**src/rtl/utcc_pkg.sv**
```systemverilog
// -----------------------------------------------------------------------------
// utcc_pkg: shared types, constants and calendar functions
// Leap-year test, year and month lengths in seconds, and the structs that
// pass between the sequencer and the shared add/subtract unit.
// -----------------------------------------------------------------------------
package utcc_pkg;

   localparam int unsigned WORD_W = 32;

   localparam logic [11:0]       EPOCH_YEAR      = 12'd1970;
   localparam logic [3:0]        MONTHS_PER_YEAR = 4'd12;
   localparam logic [WORD_W-1:0] SEC_PER_MIN     = 32'd60;
   localparam logic [WORD_W-1:0] SEC_PER_HOUR    = 32'd3600;
   localparam logic [WORD_W-1:0] SEC_PER_DAY     = 32'd86400;
   localparam logic [WORD_W-1:0] SEC_PER_YEAR    = 32'd31536000;
   localparam logic [WORD_W-1:0] SEC_PER_LYEAR   = 32'd31622400;

   // floor(y / 100) for 12-bit y by reciprocal multiply
   localparam logic [12:0] RECIP_100 = 13'd5243;

   typedef struct packed {
      logic [WORD_W-1:0] a;
      logic [WORD_W-1:0] b;
      logic              sub;
   } alu_req_type;

   typedef struct packed {
      logic [WORD_W-1:0] res;
      logic              ok;
   } alu_rsp_type;

   function automatic logic leap_year(input logic [11:0] y);
      logic [24:0] prod;
      logic [5:0]  q;
      logic [11:0] r;
      prod = y * RECIP_100;
      q    = prod[24:19];
      r    = y - ({6'd0, q} * 12'd100);
      return ((y[1:0] == 2'd0) && (r != 12'd0)) || ((r == 12'd0) && (q[1:0] == 2'd0));
   endfunction

   function automatic logic [WORD_W-1:0] year_sec(input logic leap);
      return leap ? SEC_PER_LYEAR : SEC_PER_YEAR;
   endfunction

   function automatic logic [WORD_W-1:0] month_sec(input logic [3:0] m, input logic leap);
      logic [WORD_W-1:0] r;
      unique case (m)
         4'd1, 4'd3, 4'd5, 4'd7, 4'd8, 4'd10, 4'd12: r = 32'd2678400;
         4'd4, 4'd6, 4'd9, 4'd11:                   r = 32'd2592000;
         4'd2:    r = leap ? 32'd2505600 : 32'd2419200;
         default: r = '0;
      endcase
      return r;
   endfunction

endpackage

```
**src/rtl/unix_time_calendar_converter_top.sv**
```systemverilog
// -----------------------------------------------------------------------------
// unix_time_calendar_converter_top: Unix seconds <-> Gregorian UTC date/time
// Command channel in, strobed result beat out, one shared add/subtract unit.
// -----------------------------------------------------------------------------
// usage:
//   a request beat is taken when start is high and busy is low. req_command
//   low converts req_in_year .. req_in_second to seconds (mod 2^32), high
//   converts req_in_epoch_seconds to year, month, day, hour, minute, second.
//   the result is on the rsp_ ports for one cycle with rsp_valid high; the
//   receiver cannot stall, so the beat is lost if not captured then.
// conversion:
//   every step is one add or subtract on the shared 32-bit unit per cycle.
//   to seconds: one add step per whole year from 1970 and per whole month,
//   then one each for the days, hours, minutes and seconds.
//   to date: one subtract step per whole year, month, day, hour and
//   minute peeled off.
//   busy is high for the whole conversion; one item at a time.
// reset:
//   synchronous, active high; returns to idle and drops rsp_valid.
// -----------------------------------------------------------------------------
module unix_time_calendar_converter_top (
   input  logic        clock,
   input  logic        reset,
   input  logic        start,
   output logic        busy,
   input  logic        req_command,
   input  logic [11:0] req_in_year,
   input  logic [3:0]  req_in_month,
   input  logic [4:0]  req_in_day,
   input  logic [4:0]  req_in_hour,
   input  logic [5:0]  req_in_minute,
   input  logic [5:0]  req_in_second,
   input  logic [31:0] req_in_epoch_seconds,
   output logic        rsp_valid,
   output logic [31:0] rsp_out_epoch_seconds,
   output logic [11:0] rsp_out_year,
   output logic [3:0]  rsp_out_month,
   output logic [4:0]  rsp_out_day,
   output logic [4:0]  rsp_out_hour,
   output logic [5:0]  rsp_out_minute,
   output logic [5:0]  rsp_out_second
);

   utcc_pkg::alu_req_type alu_req;
   utcc_pkg::alu_rsp_type alu_rsp;

   utcc_alu u_alu (
      .req (alu_req),
      .rsp (alu_rsp)
   );

   utcc_seq u_seq (
      .clock                 (clock),
      .reset                 (reset),
      .start                 (start),
      .busy                  (busy),
      .req_command           (req_command),
      .req_in_year           (req_in_year),
      .req_in_month          (req_in_month),
      .req_in_day            (req_in_day),
      .req_in_hour           (req_in_hour),
      .req_in_minute         (req_in_minute),
      .req_in_second         (req_in_second),
      .req_in_epoch_seconds  (req_in_epoch_seconds),
      .alu_req               (alu_req),
      .alu_rsp               (alu_rsp),
      .rsp_valid             (rsp_valid),
      .rsp_out_epoch_seconds (rsp_out_epoch_seconds),
      .rsp_out_year          (rsp_out_year),
      .rsp_out_month         (rsp_out_month),
      .rsp_out_day           (rsp_out_day),
      .rsp_out_hour          (rsp_out_hour),
      .rsp_out_minute        (rsp_out_minute),
      .rsp_out_second        (rsp_out_second)
   );

endmodule

```
**src/rtl/utcc_alu.sv**
```systemverilog
// -----------------------------------------------------------------------------
// utcc_alu: shared 32-bit add/subtract unit
// Adds for accumulation, or subtracts and flags whether the operand fits.
// -----------------------------------------------------------------------------
module utcc_alu (
   input  utcc_pkg::alu_req_type req,
   output utcc_pkg::alu_rsp_type rsp
);

   logic [utcc_pkg::WORD_W:0] diff;
   logic [utcc_pkg::WORD_W:0] sum;

   assign diff = {1'b0, req.a} - {1'b0, req.b};
   assign sum  = {1'b0, req.a} + {1'b0, req.b};

   always_comb begin
      if (req.sub) begin
         rsp.res = diff[utcc_pkg::WORD_W-1:0];
         rsp.ok  = ~diff[utcc_pkg::WORD_W];
      end else begin
         rsp.res = sum[utcc_pkg::WORD_W-1:0];
         rsp.ok  = 1'b1;
      end
   end

endmodule

```
**src/rtl/utcc_seq.sv**
```systemverilog
// -----------------------------------------------------------------------------
// utcc_seq: conversion sequencer
// Steps through years, months, days, hours and minutes, one add or
// subtract on the shared unit per cycle, and registers the result beat.
// -----------------------------------------------------------------------------
module utcc_seq (
   input  logic                  clock,
   input  logic                  reset,
   input  logic                  start,
   output logic                  busy,
   input  logic                  req_command,
   input  logic [11:0]           req_in_year,
   input  logic [3:0]            req_in_month,
   input  logic [4:0]            req_in_day,
   input  logic [4:0]            req_in_hour,
   input  logic [5:0]            req_in_minute,
   input  logic [5:0]            req_in_second,
   input  logic [31:0]           req_in_epoch_seconds,
   output utcc_pkg::alu_req_type alu_req,
   input  utcc_pkg::alu_rsp_type alu_rsp,
   output logic                  rsp_valid,
   output logic [31:0]           rsp_out_epoch_seconds,
   output logic [11:0]           rsp_out_year,
   output logic [3:0]            rsp_out_month,
   output logic [4:0]            rsp_out_day,
   output logic [4:0]            rsp_out_hour,
   output logic [5:0]            rsp_out_minute,
   output logic [5:0]            rsp_out_second
);

   typedef enum logic [2:0] {
      ST_IDLE,
      ST_YEARS,
      ST_MONTHS,
      ST_DAYS,
      ST_HOURS,
      ST_MINUTES,
      ST_SECONDS
   } state_type;

   state_type   state_ff;
   logic        cmd_ff;
   logic [11:0] in_year_ff;
   logic [3:0]  in_month_ff;
   logic [4:0]  in_day_ff;
   logic [4:0]  in_hour_ff;
   logic [5:0]  in_minute_ff;
   logic [5:0]  in_second_ff;
   logic [31:0] acc_ff;
   logic [11:0] year_ff;
   logic [3:0]  month_ff;
   logic        leap_ff;
   logic [4:0]  day_ff;
   logic [4:0]  hour_ff;
   logic [5:0]  minute_ff;
   logic        rsp_valid_ff;
   logic [31:0] out_epoch_ff;
   logic [11:0] out_year_ff;
   logic [3:0]  out_month_ff;
   logic [4:0]  out_day_ff;
   logic [4:0]  out_hour_ff;
   logic [5:0]  out_minute_ff;
   logic [5:0]  out_second_ff;

   logic [31:0] day_m1;
   logic [31:0] operand;
   logic [11:0] year_inc;

   assign day_m1   = {27'd0, in_day_ff} - 32'd1;
   assign year_inc = year_ff + 12'd1;

   // operand for the shared unit
   always_comb begin
      unique case (state_ff)
         ST_YEARS:   operand = utcc_pkg::year_sec(leap_ff);
         ST_MONTHS:  operand = utcc_pkg::month_sec(month_ff, leap_ff);
         ST_DAYS:    operand = cmd_ff ? utcc_pkg::SEC_PER_DAY
                                      : day_m1 * utcc_pkg::SEC_PER_DAY;
         ST_HOURS:   operand = cmd_ff ? utcc_pkg::SEC_PER_HOUR
                                      : {27'd0, in_hour_ff} * utcc_pkg::SEC_PER_HOUR;
         ST_MINUTES: operand = cmd_ff ? utcc_pkg::SEC_PER_MIN
                                      : {26'd0, in_minute_ff} * utcc_pkg::SEC_PER_MIN;
         ST_SECONDS: operand = {26'd0, in_second_ff};
         default:    operand = '0;
      endcase
   end

   assign alu_req.a   = acc_ff;
   assign alu_req.b   = operand;
   assign alu_req.sub = cmd_ff;

   always_ff @(posedge clock) begin
      if (reset) begin
         state_ff     <= ST_IDLE;
         rsp_valid_ff <= 1'b0;
      end else begin
         rsp_valid_ff <= 1'b0;
         unique case (state_ff)
            ST_IDLE: begin
               if (start) begin
                  cmd_ff       <= req_command;
                  in_year_ff   <= req_in_year;
                  in_month_ff  <= req_in_month;
                  in_day_ff    <= req_in_day;
                  in_hour_ff   <= req_in_hour;
                  in_minute_ff <= req_in_minute;
                  in_second_ff <= req_in_second;
                  acc_ff       <= req_command ? req_in_epoch_seconds : '0;
                  year_ff      <= utcc_pkg::EPOCH_YEAR;
                  month_ff     <= 4'd1;
                  leap_ff      <= utcc_pkg::leap_year(utcc_pkg::EPOCH_YEAR);
                  day_ff       <= 5'd1;
                  hour_ff      <= '0;
                  minute_ff    <= '0;
                  state_ff     <= ST_YEARS;
               end
            end
            ST_YEARS: begin
               if (cmd_ff ? alu_rsp.ok : (year_ff < in_year_ff)) begin
                  acc_ff  <= alu_rsp.res;
                  year_ff <= year_inc;
                  leap_ff <= utcc_pkg::leap_year(year_inc);
               end else begin
                  if (!cmd_ff) begin
                     leap_ff <= utcc_pkg::leap_year(in_year_ff);
                  end
                  state_ff <= ST_MONTHS;
               end
            end
            ST_MONTHS: begin
               if (cmd_ff ? ((month_ff < utcc_pkg::MONTHS_PER_YEAR) && alu_rsp.ok)
                          : (month_ff < in_month_ff)) begin
                  acc_ff   <= alu_rsp.res;
                  month_ff <= month_ff + 4'd1;
               end else begin
                  state_ff <= ST_DAYS;
               end
            end
            ST_DAYS: begin
               if (!cmd_ff) begin
                  acc_ff   <= alu_rsp.res;
                  state_ff <= ST_HOURS;
               end else if (alu_rsp.ok) begin
                  acc_ff <= alu_rsp.res;
                  day_ff <= day_ff + 5'd1;
               end else begin
                  state_ff <= ST_HOURS;
               end
            end
            ST_HOURS: begin
               if (!cmd_ff) begin
                  acc_ff   <= alu_rsp.res;
                  state_ff <= ST_MINUTES;
               end else if (alu_rsp.ok) begin
                  acc_ff  <= alu_rsp.res;
                  hour_ff <= hour_ff + 5'd1;
               end else begin
                  state_ff <= ST_MINUTES;
               end
            end
            ST_MINUTES: begin
               if (!cmd_ff) begin
                  acc_ff   <= alu_rsp.res;
                  state_ff <= ST_SECONDS;
               end else if (alu_rsp.ok) begin
                  acc_ff    <= alu_rsp.res;
                  minute_ff <= minute_ff + 6'd1;
               end else begin
                  // date beat
                  out_epoch_ff  <= '0;
                  out_year_ff   <= year_ff;
                  out_month_ff  <= month_ff;
                  out_day_ff    <= day_ff;
                  out_hour_ff   <= hour_ff;
                  out_minute_ff <= minute_ff;
                  out_second_ff <= acc_ff[5:0];
                  rsp_valid_ff  <= 1'b1;
                  state_ff      <= ST_IDLE;
               end
            end
            ST_SECONDS: begin
               // seconds beat
               out_epoch_ff  <= alu_rsp.res;
               out_year_ff   <= utcc_pkg::EPOCH_YEAR;
               out_month_ff  <= 4'd1;
               out_day_ff    <= 5'd1;
               out_hour_ff   <= '0;
               out_minute_ff <= '0;
               out_second_ff <= '0;
               rsp_valid_ff  <= 1'b1;
               state_ff      <= ST_IDLE;
            end
            default: begin
               state_ff <= ST_IDLE;
            end
         endcase
      end
   end

   assign busy                  = (state_ff != ST_IDLE);
   assign rsp_valid             = rsp_valid_ff;
   assign rsp_out_epoch_seconds = out_epoch_ff;
   assign rsp_out_year          = out_year_ff;
   assign rsp_out_month         = out_month_ff;
   assign rsp_out_day           = out_day_ff;
   assign rsp_out_hour          = out_hour_ff;
   assign rsp_out_minute        = out_minute_ff;
   assign rsp_out_second        = out_second_ff;

endmodule
```
**config.mk**
```make
export PLATFORM = sky130hd
export DESIGN_NAME = unix_time_calendar_converter_top
export DESIGN_NICKNAME = d
export VERILOG_FILES = /design/src/rtl/utcc_pkg.sv /design/src/rtl/unix_time_calendar_converter_top.sv /design/src/rtl/utcc_alu.sv /design/src/rtl/utcc_seq.sv
export SDC_FILE = /design/constraint.sdc
export NUM_CORES = 1
export LEC_CHECK = 0
export BUFFER_PORTS_ARGS = -buffer_cell sky130_fd_sc_hd__clkbuf_2
export CORE_ASPECT_RATIO = 0.6
export CORE_MARGIN = 2
export CORE_UTILIZATION = 51
export CTS_BUF_LIST = sky130_fd_sc_hd__clkbuf_8
export DETAILED_ROUTE_END_ITERATION = 10
export GPL_TIMING_DRIVEN = 0
export PLACE_DENSITY = 0.7
export SKIP_LAST_GASP = 1
export SYNTH_ARGS = -nofsm -noshare
export SYNTH_HDL_FRONTEND = slang
export SYNTH_SLANG_ARGS = --single-unit
```
**constraint.sdc**
```tcl
create_clock -name clock -period 28.1 [get_ports clock]
set_input_delay 4.215 -clock clock [delete_from_list [all_inputs] [get_ports clock]]
set_output_delay 4.215 -clock clock [all_outputs]
set_load 0.01 [all_outputs]
```
==> results of run 1 <==
## through the flow
step / setup WS [ps] / hold WS [ps] / instance area (um2)
after floorplan: 18030 / 542 / 20400
after global placement: 14600 / 590 / 21800
after detailed placement: 16780 / 579 / 21900
after CTS: 16770 / 625 / 22300
after global routing: 16000 / 649 / 22300
final: 16500 / 621 / 22300
## final cells by class
type                       instances  share of cell area [%]
buffer                            68                    1.19
tap                              522                    2.92
clock inverter                    15                   0.650
multi-input combinational       1553                    60.8
antenna                            2                  0.0224
sequential                       178                    23.8
timing repair buffer             153                    3.88
clock buffer                      17                    1.05
inverter                         342                    5.75
## worst max-delay path: cells and delay by family, from the launching register on
kind,cells,cell delay [ps]
muxes,1,280
DFF,1,600
and+or+nand+nor,10,2150
adders and majority gates,11,4200
buffers and inverters,7,660
AOI/OAI and AO/OA,8,2740
xor gates and xnor gates,1,660
## state kept, by name, indices dropped and copies added (netlist names), 3 cells and up
name,cells
u_seq.in_hour_ff,5
u_seq.in_month_ff,4
u_seq.rsp_out_hour,5
u_seq.rsp_out_second,6
u_seq.in_year_ff,12
u_seq.year_ff,12
u_seq.rsp_out_year,12
u_seq.rsp_out_day,5
u_seq.rsp_out_epoch_seconds,32
u_seq.rsp_out_minute,6
u_seq.rsp_out_month,4
u_seq.minute_ff,6
u_seq.in_second_ff,6
u_seq.in_minute_ff,6
u_seq.hour_ff,5
u_seq.state_ff,3
u_seq.month_ff,4
u_seq.acc_ff,32
u_seq.day_ff,5
u_seq.in_day_ff,5
## cell usage in the layout, fill, tap and decap left out, types with 10 or more instances in the layout
master and instances:
and3_1 14, a21oi_1 148, or2_2 10, o21a_1 18, a21o_1 38, xnor2_1 72, ha_1 379, a31oi_1 23
o211ai_1 12, nand3_1 45, o21bai_1 18, fa_1 115, nand2b_1 23, nor2b_1 19, inv_1 341, xor2_1 45
a211oi_1 20, nor3_1 34, nor2_1 153, clkbuf_1 58, edfxtp_1 174, clkbuf_2 145, and2_1 35, nand2_1 84
clkbuf_8 17, o21ai_0 84
## cell families (layout without fill, tap and decap cells)
logic type,count (synthesis),count (layout),synth area share (%)
multiplexers,5,5,0.258
XOR/XNOR,120,120,5.35
flip-flops,178,178,26.0
other,0,2,0
buffers and inverters,410,595,7.59
AO/OA/AOI/OAI,462,462,14.7
adder cells (fa/ha/maj),494,494,34.5
AND/OR/NAND/NOR,472,472,11.5
## how the worst min path moves through the flow
stage	depth (start not counted)	end	slack (ps)	from
floorplan	2	u_seq.rsp_out_year[10]	540	u_seq.year_ff[10]
global placement	1	u_seq.rsp_out_minute[5]	590	u_seq.minute_ff[5]
detailed placement	1	u_seq.rsp_out_hour[4]	580	u_seq.hour_ff[4]
CTS	1	u_seq.rsp_out_minute[5]	620	u_seq.minute_ff[5]
global route	1	u_seq.rsp_out_minute[5]	650	u_seq.minute_ff[5]
finish	1	u_seq.rsp_out_hour[4]	620	u_seq.hour_ff[4]
## metal layers
metal  wire length (um)  up-vias  track usage, %
li1                   -     7790               -
met1              29100     7843            46.8
met2              22200      734            37.2
met3               7260       61            9.40
met4                959        2            5.73
met5                115        -               0
==> key figures, run 1 <==
Synth
  • Sequential fraction of the synthesis area: 26.0%
  • Post-synth net total: 2709
  • Register bit total from synthesis: 178
  • Post-synth top flop: edfxtp_1
  • Synth unique cells: 85
  • Post-synth EDFFs: 174
  • Post-synth top cells: ha_1 (379), inv_1 (340), edfxtp_1 (174), nor2_1 (154), a21oi_1 (148)
  • Gate Count Post-Synth: 2141
  • Top cell type's share of synthesized area: 25.6%
  • Syn Area/Cell: 9.53 um2
  • Main area contributors after synthesis: edfxtp_1 (26%), ha_1 (23%), fa_1 (11%)
  • Fraction of registers with async set/reset: 0%
  • Count leader, synth: ha_1
  • Synth Warn #: 0
  • Syn Std Cell Area: 20400 um2
  • Yosys top cell by area: edfxtp_1

Routing
  • Routed len/inst: 20.9 um
  • Routed vias/inst: 5.76
  • Via count: 16430
  • Starting DRT DRC Count: 1693
  • Post-Route WL: 59600 um
  • DRC: 0
  • DRT Pass-1 Iters: 5
  • Antenna Nets Post-Route: 0

Setup path
  • Crit path from: u_seq.year_ff[1]
  • Startpoint class of the critical path: flip-flop
  • Critical Path Fanout Max: 8
  • Worst R2R Setup Slack: 16500 ps
  • Worst Setup EP: u_seq.leap_ff
  • CP max stage delay: 990 ps
  • Worst path slowest cell: a2111oi_0
  • WP data arrival: 11850 ps
  • Path depth of the worst reg2reg path: 38
  • Critical path required time: 28350 ps
  • Critical R2R Capture: u_seq.leap_ff
  • Crit path kind: reg -> reg
  • CP Capture Type: flip-flop
  • Worst reg2reg startpoint: u_seq.year_ff[1]

CTS
  • Clock Path Buffers: 2
  • Setup repair bufs after CTS: 0
  • CTS tree: built
  • Cts hold-fix bufs: 0
  • Clk slew on worst S/H paths: 120 ps
  • CTS HTree Levels: 4
  • Clk sinks: 178
  • Worst-Skew Late Latency: 530 ps
  • Clock root cell: clkbuf_8
  • Inserted Clock Buffers: 17
  • Post-CTS sizing: 0

Die
  • Initial Util: 52.0%
  • Row cnt: 56
  • Die Y: 159 um
  • Core area: 39200 um2
  • Total die area: 41700 um2
  • IO Pins: 146
  • Die X: 262 um

Global routing
  • Wire length of the first global-routing pass: 91800 um
  • Gr usage total: 29.2%
  • Antenna violations before repair: 2
  • Largest net degree at the start of global routing: 27
  • Vias in the first global route: 15803
  • Gr ovfl total: 0

Finish
  • Layout Cells excl Fill: 2850
  • Total area of sequential cells: 5310 um2
  • Final Util: 56.9%
  • Area taken by multi-input logic gates: 13600 um2
  • # fillers: 3476
  • Share of layout cells above drive strength 1: 9.80%
  • Final nets: 2881
  • Synth-to-layout area growth: 9.53%

Timing
  • RSZ-0062 raised after global routing: no
  • Tmin final: 11600 ps
  • Max-slew violations: 0
  • Fmax: 86.2 MHz
  • Setup_tns: 0 ps
  • Setup violators final: 0
  • Fin crit share: 41.3%
  • Skew final: 30.3 ps
  • Slew headroom: 18.3%
  • Fin. Hold Viols: 0
  • Worst-margin pin slew: 1220 ps

Placed design
  • DP HPWL: 49600 um
  • Port bufs: 144
  • Routability-driven placement congestion ratio: 1.03
  • DP Cell Count: 2816

Hold path
  • HP Class: reg -> reg

Outcome
  • Status: complete, no violations

Flow run
  • Max-cap viol count: 0
Power of run 1 is left out: the tool's default activity adds up to more than one toggle a clock period on the data nets, which glitch-free logic cannot reach.
==> run 2: changes to the inputs <==
--- a/config.mk
+++ b/config.mk
@@ -5,6 +5,7 @@
 export SDC_FILE = /design/constraint.sdc
 export NUM_CORES = 1
 export LEC_CHECK = 0
+export ABC_AREA = 1
 export BUFFER_PORTS_ARGS = -buffer_cell sky130_fd_sc_hd__clkbuf_2
 export CORE_ASPECT_RATIO = 0.6
 export CORE_MARGIN = 2
==> constraint.sdc (replaced) <==
create_clock -name clock -period 10.83 [get_ports clock]
set_input_delay 1.6245 -clock clock [delete_from_list [all_inputs] [get_ports clock]]
set_output_delay 1.6245 -clock clock [all_outputs]
set_load 0.01 [all_outputs]
==> run 2 against run 1 <==
  * Synthesized cell count up 34%
  * Non-clock buffer count shrank 33
  * Final cell count increased by 27%
  * Synthesized area rose by 8.3%
  * Clock skew up 9.8 ps
  * Critical endpoint unchanged
  * Largest cell class unchanged
  * Highest routed layer is now met4
==> key figures, run 2 <==
CTS
  • Post-CTS sizing: 0 (unchanged)
  • Inserted Clock Buffers: 17 (unchanged)
  • Clock root cell: clkbuf_8 (unchanged)
  • Setup repair bufs after CTS: 0 (unchanged)
  • CTS tree: built (unchanged)
  • Cts hold-fix bufs: 0 (unchanged)
  • Clk slew on worst S/H paths: 130 ps (was 120 ps)
  • Clk sinks: 178 (unchanged)
  • Worst-Skew Late Latency: 570 ps (was 530 ps)
  • Clock Path Buffers: 2 (unchanged)
  • CTS HTree Levels: 4 (unchanged)

Global routing
  • Wire length of the first global-routing pass: 106000 um (was 91800 um)
  • Vias in the first global route: 18770 (was 15803)
  • Antenna violations before repair: 1 (was 2)
  • Gr ovfl total: 0 (unchanged)
  • Gr usage total: 31.5% (was 29.2%)
  • Largest net degree at the start of global routing: 26 (was 27)

Synth
  • Register bit total from synthesis: 178 (unchanged)
  • Syn Area/Cell: 7.71 um2 (was 9.53 um2)
  • Count leader, synth: nand2_1 (was ha_1)
  • Syn Std Cell Area: 22100 um2 (was 20400 um2)
  • Fraction of registers with async set/reset: 0% (unchanged)
  • Post-synth top cells: nand2_1 (629), inv_1 (553), ha_1 (379), nor2_1 (253) (was ha_1 (379), inv_1 (340), edfxtp_1 (174), nor2_1 (154), a21oi_1 (148))
  • Post-synth EDFFs: 174 (unchanged)
  • Yosys top cell by area: edfxtp_1 (unchanged)
  • Synth Warn #: 0 (unchanged)
  • Top cell type's share of synthesized area: 23.7% (was 25.6%)
  • Sequential fraction of the synthesis area: 24.0% (was 26.0%)
  • Synth unique cells: 53 (was 85)
  • Post-synth net total: 3431 (was 2709)
  • Gate Count Post-Synth: 2863 (was 2141)
  • Post-synth top flop: edfxtp_1 (unchanged)
  • Main area contributors after synthesis: edfxtp_1 (24%), ha_1 (21%), nand2_1 (11%) (was edfxtp_1 (26%), ha_1 (23%), fa_1 (11%))

Setup path
  • Startpoint class of the critical path: flip-flop (unchanged)
  • WP data arrival: 10550 ps (was 11850 ps)
  • CP max stage delay: 760 ps (was 990 ps)
  • Worst path slowest cell: xor2_1 (was a2111oi_0)
  • Critical Path Fanout Max: 7 (was 8)
  • Path depth of the worst reg2reg path: 39 (was 38)
  • Critical path required time: 11150 ps (was 28350 ps)
  • Crit path kind: reg -> reg (unchanged)
  • CP dominant cell by count: nand2_1
  • CP Capture Type: flip-flop (unchanged)

Hold path
  • HP Class: reg -> reg (unchanged)
  • Hold path depth: 2 (was 1)

Timing
  • RSZ-0062 raised after global routing: no (unchanged)
  • Hold Slack: 561 ps (was 621 ps)
  • Max-slew violations: 0 (unchanged)
  • Fmax: 97.7 MHz (was 86.2 MHz)
  • Slew headroom: 6.44% (was 18.3%)
  • Fin. Hold Viols: 0 (unchanged)
  • Tmin final: 10230 ps (was 11600 ps)
  • Fin crit share: 94.5% (was 41.3%)
  • Setup violators final: 0 (unchanged)
  • Worst-margin pin slew: 1390 ps (was 1220 ps)
  • Skew final: 40.2 ps (was 30.3 ps)

Die
  • IO Pins: 146 (unchanged)
  • Initial Util: 52.2% (was 52.0%)
  • Total die area: 45000 um2 (was 41700 um2)
  • Core area: 42300 um2 (was 39200 um2)
  • Die X: 273 um (was 262 um)
  • Die Y: 165 um (was 159 um)
  • Row cnt: 58 (was 56)

Routing
  • Post-Route WL: 70700 um (was 59600 um)
  • DRT Pass-1 Iters: 7 (was 5)
  • Via count: 20075 (was 16430)
  • Routed len/inst: 19.5 um (was 20.9 um)
  • Starting DRT DRC Count: 2218 (was 1693)
  • Antenna Nets Post-Route: 0 (unchanged)
  • Routed vias/inst: 5.55 (was 5.76)
  • DRC: 0 (unchanged)

Finish
  • Share of layout cells above drive strength 1: 8.60% (was 9.80%)
  • # fillers: 3940 (was 3476)
  • Most frequent cells in the layout: nand2_1 (629), inv_1 (553), ha_1 (379) (was ha_1 (379), inv_1 (341), edfxtp_1 (174))
  • Final nets: 3602 (was 2881)
  • Layout Cells excl Fill: 3618 (was 2850)
  • Synth-to-layout area growth: 9.14% (was 9.53%)
  • Most common cell after layout, fill and taps aside: nand2_1 (was ha_1)

Outcome
  • Status: complete, no violations (unchanged)

Flow run
  • Max-cap viol count: 0 (unchanged)

Placed design
  • DP HPWL: 59600 um (was 49600 um)
  • DP Cell Count: 3585 (was 2816)
  • Routability-driven placement congestion ratio: 1.05 (was 1.03)
  • Port bufs: 145 (was 144)
[run 2: cell type report]
| cell class | count | area, um2 | share of cell area (%) |
|---|---|---|---|
| Multi-Input combinational cell | 2070 | 14500 | 60.0 |
| Sequential cell | 178 | 5310 | 22.0 |
| Clock inverter | 15 | 211 | 0.878 |
| Clock buffer | 17 | 234 | 0.971 |
| Antenna cell | 1 | 2.50 | 0.0104 |
| Timing Repair Buffer | 152 | 831 | 3.45 |
| Inverter | 579 | 2170 | 9.02 |
| Tap cell | 570 | 713 | 2.96 |
| Buffer | 36 | 158 | 0.654 |
[run 2: cell families after synthesis]
kind of cell / after synthesis / synth area share [%]
AND/OR/NAND/NOR: 1129 / 21.3
buffers and inverters: 615 / 10.6
adder cells (fa/ha/maj): 494 / 31.9
AO/OA/AOI/OAI: 379 / 9.53
flip-flops: 178 / 24.0
XOR/XNOR: 68 / 2.70
[run 2: worst max-delay path, delay by kind of cell, from the launching register on]
kind	cells	cell delay (ps)
fa+ha+maj	12	4940
simple gates	17	2390
buf+inv	4	350
compound gates	3	420
flops	1	520
xor+xnor	3	1400
[run 2: path summary, 6_finish.rpt]
| kind | endpoint | from | slack [ps] |
|---|---|---|---|
| worst max-delay path | u_seq.leap_ff | u_seq.year_ff[1] | 600 |
| worst min-delay path | u_seq.rsp_out_hour[4] | u_seq.hour_ff[4] | 560 |
| worst min register to register | u_seq.rsp_out_hour[4] | u_seq.hour_ff[4] | 560 |
| worst max register to register | u_seq.leap_ff | u_seq.year_ff[1] | 600 |
[run 2: metrics by stage]
step / setup TNS [ps] / area [um2] / utilization (%) / setup WS (ps)
global route: 0 / 24100 / 56.9 / 149
CTS: 0 / 24100 / 56.9 / 798
detailed placement: 0 / 23600 / 55.9 / 845
floorplan: 0 / 22100 / - / 1540
global placement: -164940 / 23500 / 55.6 / -2020
finish: 0 / 24100 / 57.0 / 597
[run 2: layer usage]
| layer | track usage [%] | share of wire, % | up-vias | wire [um] |
|---|---|---|---|---|
| li1 | - | - | 9573 | - |
| met1 | 48.3 | 47 | 9318 | 33300 |
| met2 | 39.2 | 35 | 1074 | 24900 |
| met3 | 13.3 | 15 | 110 | 10700 |
| met4 | 8.14 | 2.4 | 0 | 1710 |
| met5 | 0 | 0 | - | 0 |
Power of run 2 is left out for the same reason.
